<file path="src/rtl/xmw_ram.sv">
// ----------------------------------------------------------------------------
// xmw_ram
// Generic single-write, single-read synchronous RAM with registered read.
// ----------------------------------------------------------------------------
module xmw_ram #(
  parameter int WIDTH = 8,
  parameter int DEPTH = 16
) (
  input  logic                     clk_i,
  input  logic                     we_i,
  input  logic [$clog2(DEPTH)-1:0] waddr_i,
  input  logic [WIDTH-1:0]         wdata_i,
  input  logic                     re_i,
  input  logic [$clog2(DEPTH)-1:0] raddr_i,
  output logic [WIDTH-1:0]         rdata_o
);

  logic [WIDTH-1:0] mem [DEPTH];
  logic [WIDTH-1:0] rdata_q;

  always_ff @(posedge clk_i) begin
    if (we_i) begin
      mem[waddr_i] <= wdata_i;
    end
    if (re_i) begin
      rdata_q <= mem[raddr_i];
    end
  end

  assign rdata_o = rdata_q;

endmodule

</file>
<file path="config.mk">
export PLATFORM = sky130hd
export DESIGN_NAME = xmw_ram
export DESIGN_NICKNAME = d
export VERILOG_FILES = /design/src/rtl/xmw_ram.sv
export SDC_FILE = /design/constraint.sdc
export NUM_CORES = 1
export LEC_CHECK = 0
export ABC_AREA = 0
export BUFFER_PORTS_ARGS = -buffer_cell sky130_fd_sc_hd__buf_4
export CORE_MARGIN = 3
export CORE_UTILIZATION = 60
export CTS_BUF_LIST = sky130_fd_sc_hd__clkbuf_16
export DETAILED_ROUTE_END_ITERATION = 10
export HOLD_SLACK_MARGIN = 0.1
export PLACE_DENSITY = 0.75
export SLEW_MARGIN = 10
export SYNTH_ARGS = -nofsm -noshare
export SYNTH_HDL_FRONTEND = slang
export SYNTH_SLANG_ARGS = --single-unit
</file>
<file path="constraint.sdc">
create_clock -name clk_i -period 2.6 [get_ports clk_i]
set_clock_uncertainty 0.05 [all_clocks]
set_input_delay 0.52 -clock clk_i [delete_from_list [all_inputs] [get_ports clk_i]]
set_output_delay 0.52 -clock clk_i [all_outputs]
set_load 0.01 [all_outputs]
</file>
==> reports/qor.log <==
qor: outcome.run_status finished, final reports clean
qor: routing.drt.antenna.violating_nets 0
qor: floorplanning.ioPinCount 27
qor: routing.detail_route.vias_per_cell 6.58
qor: yosys.yosysTopAreaCell sky130_fd_sc_hd__edfxtp_1
qor: critical_path.reg2reg_to rdata_o[7]$_DFFE_PP_
qor: routing.route.layer.met1.wl 4340 um
qor: critical_path.endpoint_kind flip-flop
qor: critical_path.critical_path.cell_chain buf_4, buf_12, mux4_2, a22oi_1, nand2_1
qor: global_route.grt_first_pass_wirelength 16600 um
qor: sta.setup_ws 0.732 ns
qor: cells_and_area.final.fill_count 471
qor: worst_hold_path.holdPathStages 1
qor: yosys.synth_async_sr_flop_share 0%
qor: power.peakVddDrop 557 uV
qor: placement.io_buffer_count 26
qor: routing.highest-signal-layer met4
qor: critical_path.r2r_setup_slack 0.95 ns
qor: routing.drc_viols 0
qor: routing.detail_route.iter0.violations 371
qor: floorplanning.start_util 62.7%
qor: yosys.syn_area_per_cell 22.8 um^2
qor: critical_path.cp.required 2.69 ns
qor: yosys.netlist_top_cells_count sky130_fd_sc_hd__edfxtp_1 (136), sky130_fd_sc_hd__mux4_2 (18), sky130_fd_sc_hd__a22oi_1 (16)
qor: sta.final_max_slew_viol_count 0
qor: routing.met2_length 5260 um
qor: cells_and_area.final_cell_area 0.00620 mm^2
qor: yosys.warnings_from_yosys 0
qor: power.power.total 5.09 mW
qor: critical_path.cell_family_with_the_largest_share_of_critical_path_delay multiplexers
qor: cells_and_area.post_route_cells_drive_above_1_share 31.4%
qor: worst_hold_path.worst_hold_path_type primary input to flip-flop
qor: global_route.grt_pass1_vias 2622
qor: global_route.grt-ovfl-total 0
qor: cts.clk_root_buffer_cell sky130_fd_sc_hd__clkbuf_16
qor: cells_and_area.diodes 0
qor: floorplanning.core_region 0.00834 mm^2
qor: worst_hold_path.endpoint_of_the_worst_hold_timing_path mem[3][1]$_DFFE_PP_
qor: critical_path.timing_worst_setup_path_type primary input to flip-flop
qor: sta.period_minus_slack 1.87 ns
qor: routing.totalWireLength 11000 um
qor: sta.max_freq 535 MHz
qor: cts.tritoncts done
qor: cells_and_area.flow.area_growth_from_synthesis 18.6%
qor: cts.cts_hold_buffers 0
qor: cts.insertion_delay 0.41 ns
qor: routing.met3WireLength 1180 um
qor: critical_path.worstSetupStartpointType primary input
qor: cts.cts_max_path_buffers 2
qor: critical_path.worst_path_max_delay_cell sky130_fd_sc_hd__mux4_2
qor: placement.detailedPlacementHpwl 6210 um
qor: yosys.ys.flop_type sky130_fd_sc_hd__edfxtp_1
qor: critical_path.timing.rr.start mem[11][7]$_DFFE_PP_
qor: run.max_cap_viols 0
qor: global_route.grt_use_total 24.4%
qor: sta.layout_worst_path_cycle_share 71.9%
qor: placement.placed_cells 368
qor: yosys.syn-instance-count 229
qor: power.pwr_density_cell 821 mW/mm^2
qor: critical_path.worst_reg_to_reg_path_cell_count 3
qor: cts.cts_repair_resize_count 0
qor: yosys.ys_ff_latch 136
qor: yosys.synth_edf_count 136
qor: yosys.synthMostInstantiatedCell sky130_fd_sc_hd__edfxtp_1
qor: routing.drt_pass1_iterations 5
qor: cts.number_of_buffers_created_by_cts 17
qor: yosys.synth_fp_nets 248
qor: worst_hold_path.hold_path.startpoint wdata_i[1]
qor: sta.setup_tns 0 ns
qor: routing.detailroute.via_count 2620
qor: routing.routedWlPerCell 27.5 um
qor: placement.place_worst_setup_slack 0.364 ns
qor: critical_path.maximum_fanout_along_the_worst_path 17
qor: sta.rsz0062_at_grt no
qor: cts.cts.htree.levels 4
qor: cts.cts.reportedPaths.clkPinSlew 0.06 ns
qor: floorplanning.die_height 99.3 um
qor: global_route.number_of_antenna_violations_at_the_first_check_in_global_routing 0
qor: cells_and_area.instances_no_fill 398
qor: placement.gp_routability_congestion 0.745
qor: sta.maxSlewHeadroom 48.3%
qor: yosys.synth_sequential_area_ratio 78.1%
qor: yosys.synth.cell_area 0.00523 mm^2
qor: critical_path.timing.critical_path.slowest_cell_delay 0.56 ns
qor: yosys.netlist_top_cells_area sky130_fd_sc_hd__edfxtp_1 (78%), sky130_fd_sc_hd__mux4_2 (7.8%), sky130_fd_sc_hd__mux4_1 (7.0%)
qor: floorplanning.floorplan.rows 33
qor: global_route.grt_start_max_net_pins 33
qor: sta.worst_pin_slew 0.773 ns
qor: critical_path.worst-path-buf-inv 2
qor: cells_and_area.nets 301
qor: cts.postCtsSetupBuffers 0
qor: sta.setup_failing_eps_final 0
qor: critical_path.critical_path_arrival 1.96 ns
qor: cts.clock-sinks 136
qor: floorplanning.die_w 99.3 um
qor: yosys.number_of_distinct_library_cells_after_synthesis 18
qor: power.p_leak 2.11 nW
qor: floorplanning.design.die.area 0.00987 mm^2
qor: yosys.netlist.area_leader.share 78.1%
qor: sta.report.final.hold_viol_count 0
qor: placement.place_area 0.00562 mm^2
-- sequential cells by signal, indices dropped and copies added (netlist names) --
signal and cells:
mem 128, rdata_o 8
-- worst register-to-register path, delay by kind of cell, from the launching register on --
kind,cells,cell delay (ns)
AOI/OAI and AO/OA,1,0.35
DFF,1,0.37
muxes,1,0.52
and+or+nand+nor,1,0.10
-- through the flow --
stage	hold WS (ns)	utilization, %
2_1_floorplan	0.569	-
3_3_place_gp	0.670	67.3
3_5_place_dp	0.693	67.3
4_1_cts	0.362	74.3
5_1_grt	0.381	74.3
6_report	0.378	74.3
-- power breakdown --
part	leakage, nW	internal, mW	switching [mW]
logic	0.596	0.108	0.143
registers	1.24	2.47	0.0158
clock network	0.278	1.49	0.860
total	2.11	4.07	1.02
-- metal layers --
layer  track usage [%]  vias to the layer above
met1              35.6                     1352
li1                  -                     1083
met2              34.9                      175
met5                 0                        -
met3              8.42                       10
met4              9.03                        0
-- cells by family (layout without fill, tap and decap cells) --
logic type / Yosys count / count (layout) / share of synthesized area (%)
flip-flops: 136 / 136 / 78.1
AND/OR/NAND/NOR: 35 / 35 / 3.14
multiplexers: 32 / 32 / 14.8
AO/OA/AOI/OAI: 16 / 16 / 2.30
buffers and inverters: 10 / 74 / 1.65
-- how the worst max path moves through the flow --
stage	startpoint	end	slack [ns]	cells past startpoint
floorplan	waddr_i[2]	mem[0][0]$_DFFE_PP_	0.54	2
global placement	raddr_i[0]	rdata_o[5]$_DFFE_PP_	0.35	5
detailed placement	raddr_i[0]	rdata_o[5]$_DFFE_PP_	0.36	5
CTS	raddr_i[0]	rdata_o[2]$_DFFE_PP_	0.75	5
global route	raddr_i[0]	rdata_o[7]$_DFFE_PP_	0.68	5
finish	raddr_i[0]	rdata_o[7]$_DFFE_PP_	0.73	5
-- area by class of cell --
type	count	area, um^2	share of cell area, %
Sequential cell	136	4080	65.9
Tap cell	105	131	2.12
Clock inverter	13	158	2.54
Multi-Input combinational cell	83	1060	17.1
Clock buffer	17	425	6.86
Timing Repair Buffer	44	343	5.53
-- placed cells by master, fill, tap and decap left out, types with 4 or more instances in the layout --
master	count
sky130_fd_sc_hd__nor2_1	13
sky130_fd_sc_hd__a22oi_1	16
sky130_fd_sc_hd__mux4_1	14
sky130_fd_sc_hd__clkbuf_16	17
sky130_fd_sc_hd__nor3_1	4
sky130_fd_sc_hd__nand2_1	9
sky130_fd_sc_hd__buf_4	43
sky130_fd_sc_hd__edfxtp_1	136
sky130_fd_sc_hd__mux4_2	18
Power figures use the tool's default switching activity.
