### src/rtl/xmw_pkg.sv
// ----------------------------------------------------------------------------
// xmw_pkg
// Shared types, sizes, codes and the exp(-x) threshold table of the walker.
// ----------------------------------------------------------------------------
package xmw_pkg;

  localparam int VAR_COUNT       = 256;
  localparam int CONS_COUNT      = 64;
  localparam int EXP_TABLE_DEPTH = 256;

  localparam int VAR_AW   = $clog2(VAR_COUNT);
  localparam int CNT_W    = $clog2(CONS_COUNT + 1);
  localparam int ROW_W    = CONS_COUNT + 1;        // row bits plus assignment bit on top
  localparam int TAB_AW   = $clog2(EXP_TABLE_DEPTH);
  localparam int PC_CHUNKS = (CONS_COUNT + 7) / 8;

  // fixed field widths
  localparam int ACTION_W   = 2;
  localparam int IDX_W      = 8;
  localparam int ROWBITS_W  = 64;
  localparam int BETA_W     = 16;
  localparam int RAND_W     = 16;
  localparam int THR_W      = 16;
  localparam int DELTA_W    = 8;
  localparam int VIOL_W     = 7;
  localparam int IN_TDATA_W  = 112;
  localparam int OUT_TDATA_W = 24;
  localparam int CFG_IDX_W  = 8;
  localparam int CFG_DATA_W = 64;

  localparam int PROD_W   = BETA_W + CNT_W;
  localparam int EXP_FRAC = 4;                     // beta*delta is in 1/256, table step 1/16

  localparam logic [63:0] EXP_STEP_Q32 = 64'd4034748382;

  typedef enum logic [ACTION_W-1:0] {
    ACT_RESTART = 2'd0,
    ACT_LOAD    = 2'd1,
    ACT_STEP    = 2'd2,
    ACT_NOP     = 2'd3
  } action_e;

  localparam logic [CFG_IDX_W-1:0] REG_TARGET_PARITY = 8'd0;
  localparam logic [CFG_IDX_W-1:0] REG_ANNEAL_MODE   = 8'd1;

  typedef struct packed {
    logic load_chunks;
    logic load_sum;
  } pc_ctrl_t;

  typedef logic [EXP_TABLE_DEPTH-1:0][THR_W-1:0] exp_tab_t;

  // entry i ~ 65536*exp(-i/16), saturated to 16 bits
  function automatic exp_tab_t build_exp_table();
    logic [63:0] v;
    logic [63:0] t;
    logic [63:0] hi;
    logic [63:0] lo;
    logic [63:0] ph;
    logic [63:0] pl;
    exp_tab_t    tab;
    v = 64'h1_0000_0000;
    for (int i = 0; i < EXP_TABLE_DEPTH; i++) begin
      t      = (v + 64'd32768) >> 16;
      tab[i] = (t > 64'd65535) ? 16'hFFFF : t[THR_W-1:0];
      hi     = v >> 16;
      lo     = v & 64'hFFFF;
      ph     = hi * EXP_STEP_Q32;
      pl     = lo * EXP_STEP_Q32;
      v      = (ph + ((pl + 64'd32768) >> 16) + 64'd32768) >> 16;
    end
    return tab;
  endfunction

  localparam exp_tab_t EXP_TABLE = build_exp_table();

endpackage

### src/rtl/xmw_popcnt.sv
// ----------------------------------------------------------------------------
// xmw_popcnt
// Two-stage population count: byte counts, then their sum.
// ----------------------------------------------------------------------------
module xmw_popcnt (
  input  logic                            clk_i,
  input  xmw_pkg::pc_ctrl_t               ctrl_i,
  input  logic [xmw_pkg::CONS_COUNT-1:0]  vec_i,
  output logic [xmw_pkg::CNT_W-1:0]       cnt_o
);
  import xmw_pkg::*;

  localparam int PAD_W = PC_CHUNKS * 8;

  logic [PAD_W-1:0]             padded;
  logic [PC_CHUNKS-1:0][3:0]    part_d;
  logic [PC_CHUNKS-1:0][3:0]    part_q;
  logic [CNT_W-1:0]             cnt_d;
  logic [CNT_W-1:0]             cnt_q;

  assign padded = PAD_W'(vec_i);

  always_comb begin
    part_d = '0;
    for (int c = 0; c < PC_CHUNKS; c++) begin
      for (int b = 0; b < 8; b++) begin
        part_d[c] = part_d[c] + 4'(padded[c*8 + b]);
      end
    end
  end

  always_comb begin
    cnt_d = '0;
    for (int c = 0; c < PC_CHUNKS; c++) begin
      cnt_d = cnt_d + CNT_W'(part_q[c]);
    end
  end

  always_ff @(posedge clk_i) begin
    if (ctrl_i.load_chunks) begin
      part_q <= part_d;
    end
    if (ctrl_i.load_sum) begin
      cnt_q <= cnt_d;
    end
  end

  assign cnt_o = cnt_q;

endmodule

### config.mk
export PLATFORM = sky130hd
export DESIGN_NAME = xmw_popcnt
export DESIGN_NICKNAME = d
export VERILOG_FILES = /design/src/rtl/xmw_pkg.sv /design/src/rtl/xmw_popcnt.sv
export SDC_FILE = /design/constraint.sdc
export NUM_CORES = 1
export LEC_CHECK = 0
export BUFFER_PORTS_ARGS = -buffer_cell sky130_fd_sc_hd__buf_2
export CAP_MARGIN = 20
export CORE_ASPECT_RATIO = 1.5
export CORE_MARGIN = 4
export CORE_UTILIZATION = 60
export CTS_CLUSTER_SIZE = 28
export DETAILED_ROUTE_END_ITERATION = 6
export GPL_TIMING_DRIVEN = 0
export HOLD_SLACK_MARGIN = 0.06
export PLACE_DENSITY = 0.94
export RECOVER_POWER = 100
export SYNTH_ARGS = -nofsm -noshare
export SYNTH_HDL_FRONTEND = slang
export SYNTH_SLANG_ARGS = --single-unit
### constraint.sdc
create_clock -name clk_i -period 6.85 [get_ports clk_i]
set_input_delay 0.685 -clock clk_i [delete_from_list [all_inputs] [get_ports clk_i]]
set_output_delay 0.685 -clock clk_i [all_outputs]
set_load 0.02 [all_outputs]
==> out/results.tsv <==
stage	metric	value	unit
status	run status	finished, violations left	
status	violated checks	capacitance limit, slew limit	
die	die height	99.18	µm
worst_setup_path	Worst EP required	6890	ps
layout	Final #Nets	510	
global_routing	initial antenna violation count	0	
global_routing	first-pass GRT wire length	9.867	mm
die	Site Rows	32	
global_routing	number of global-route vias before repair	2421	
die	DIE WIDTH	68.79	µm
timing	min cycle time layout	3728	ps
placement	post-DP HPWL	5.134	mm
global_routing	largest net degree at the start of global routing	33	
layout	synthesis-to-finish area growth	15.91	%
cts	cts hold-fix bufs	0	
timing	Worst-Margin Slew	1641	ps
cts	Clock Latency Late Sink	290	ps
layout	final instance area	0.003855	mm²
synthesis	Yosys reg bits	39	
timing	Final Cycle Share	54.42	%
worst_setup_path	Crit Path Class	flip-flop to flip-flop	
layout	share of layout cells above drive strength 1	17.65	%
die	# IOs	74	
global_routing	GRT Util Overall	19.93	%
timing	Fin Hold WS	690.8	ps
cts	clk buf depth	2	
synthesis	syn avg cell area	12.01	µm²
synthesis	Synth cell types	12	
cts	number of clock sinks	39	
synthesis	register area share after synthesis	35.21	%
timing	f_max	268.3	MHz
worst_setup_path	WP data arrival	3770	ps
cts	clock slew at reported path FFs	70	ps
route	top sig layer	met4	
timing	final hold vios	0	
worst_setup_path	crit path max-delay cell type	fa_1	
synthesis	Yosys Warn Count	0	
timing	setup_tns	0	ps
worst_setup_path	Critical Path Max Stage Delay	600	ps
cts	Inserted Clock Buffers	5	
die	initial core utilization	63.41	%
placement	GPL Wtd Cong	0.8461	
cts	clock root buffer	clkbuf_8	
route	DRC Markers	0	
route	metal3 WL	250	µm
layout	most common cell after layout, fill and taps aside	inv_1	
cts	post-CTS resize count	0	
route	final WL	5.724	mm
layout	fin util	73.50	%
worst_setup_path	worst path cell trace	inv_1 -> fa_1 -> inv_1 -> fa_1 -> fa_1 -> inv_1 -> fa_1 -> inv_1 -> ha_1 -> a21o_1 -> a21oi_1 -> xnor2_1	
worst_setup_path	CP startpoint kind	flip-flop	
route	drt pass-1 iters	4	
global_routing	grt total ovfl	0	
worst_setup_path	Crit path max-delay family	adder cells	
route	initial drt markers	63	
synthesis	synthesized area	0.003326	mm²
timing	unrepaired setup endpoints after global routing	false	
route	metal2 WL	3.374	mm
timing	slew margin rel.	-9.396	%
layout	commonest non-fill, non-tap cells in the layout	inv_1 (121), buf_2 (57), fa_1 (55)	
cts	Post CTS Setup Buffer Count	0	
worst_hold_path	Hold WC Path Type	primary input to flip-flop	
power	Max VDD drop	0.3097	mV
route	detailed-route via count	2043	
cts	H-tree depth	2	
power	PwrDens	516.3	mW/mm²
timing	max-slew violation count	33	
placement	Port Buffers	73	
run	MaxCap Viol Count	1	
route	vias per inst	4.807	
die	Die Footprint	0.006823	mm²
power	P_leak	2.048	nW
synthesis	Syn Nets	430	
layout	diode count	0	
placement	dpl cell area	0.003776	mm²
die	core footprint	0.005245	mm²
route	routed wire length per instance	13.47	µm
worst_setup_path	Max Fanout on Critical Path	2	
worst_setup_path	Setup crit end kind	flip-flop	
synthesis	cell count after synthesis	277	
timing	final setup violation count	0	
worst_setup_path	Crit path buffers/inverters	4	
route	M1 wire length	1.767	mm
timing	skew final	6.967	ps
route	ANT nets after route	0	
cts	CTS tree	built	
per-stage QoR:
stage,worst slack [ps],instances,total power [mW]
finish,3122,425,1.990
global route,2971,425,2.213
CTS,3134,425,2.058
detailed placement,3121,418,1.870
global placement,3256,418,1.652
floorplan,3337,277,1.476
final timing paths:
check             start          to  slack [ps]  cells past startpoint
max           part_q[3]    cnt_o[5]        3120                     12
min           vec_i[50]  part_q[24]         690                      2
max reg2reg   part_q[3]    cnt_o[5]        3120                     12
min reg2reg  part_q[28]    cnt_o[0]         690                      2
synthesized netlist by cell type:
cell type / number / share of area, %
a21o_1: 1 / 0.23
a21oi_1: 8 / 1.2
a21oi_2: 1 / 0.26
edfxtp_1: 39 / 35
fa_1: 55 / 33
ha_1: 31 / 12
inv_1: 121 / 14
nand2b_1: 1 / 0.19
nor2b_1: 9 / 1.7
o21ai_0: 1 / 0.15
xnor2_1: 3 / 0.79
xor2_1: 7 / 1.8
area by class of cell:
class	count	area [µm²]
Clock buffer	6	72.57
Clock inverter	1	30.03
Fill cell	365	1390
Inverter	121	454.2
Multi-Input combinational cell	117	1697
Sequential cell	39	1171
Tap cell	68	85.08
Timing Repair Buffer	73	345.3
state kept, by name, indices dropped and copies added, names as in the netlist:
| name | flops |
|---|---|
| cnt_o | 7 |
| part_q | 32 |
routing by layer:
layer  global-route usage, %  vias up
met5                       0        -
met3                   3.616       25
met4                   13.21        0
met1                   19.28      999
li1                        -      953
met2                   36.20       66
where the power goes:
| part | internal (mW) | total (mW) | switching [mW] |
|---|---|---|---|
| Clock | 0.107 | 0.179 | 0.0726 |
| Sequential | 0.452 | 0.473 | 0.0213 |
| Combinational | 0.590 | 1.34 | 0.748 |
| Total | 1.15 | 1.99 | 0.842 |
cells by family after synthesis:
group	Yosys count	synth area share [%]
xor gates and xnor gates	10	2.634
adders and majority gates	86	44.77
DFF	39	35.21
and+or+nand+nor	10	1.881
buffers and inverters	121	13.66
AOI/OAI and AO/OA	11	1.844
(Power assumes the default switching activity.)
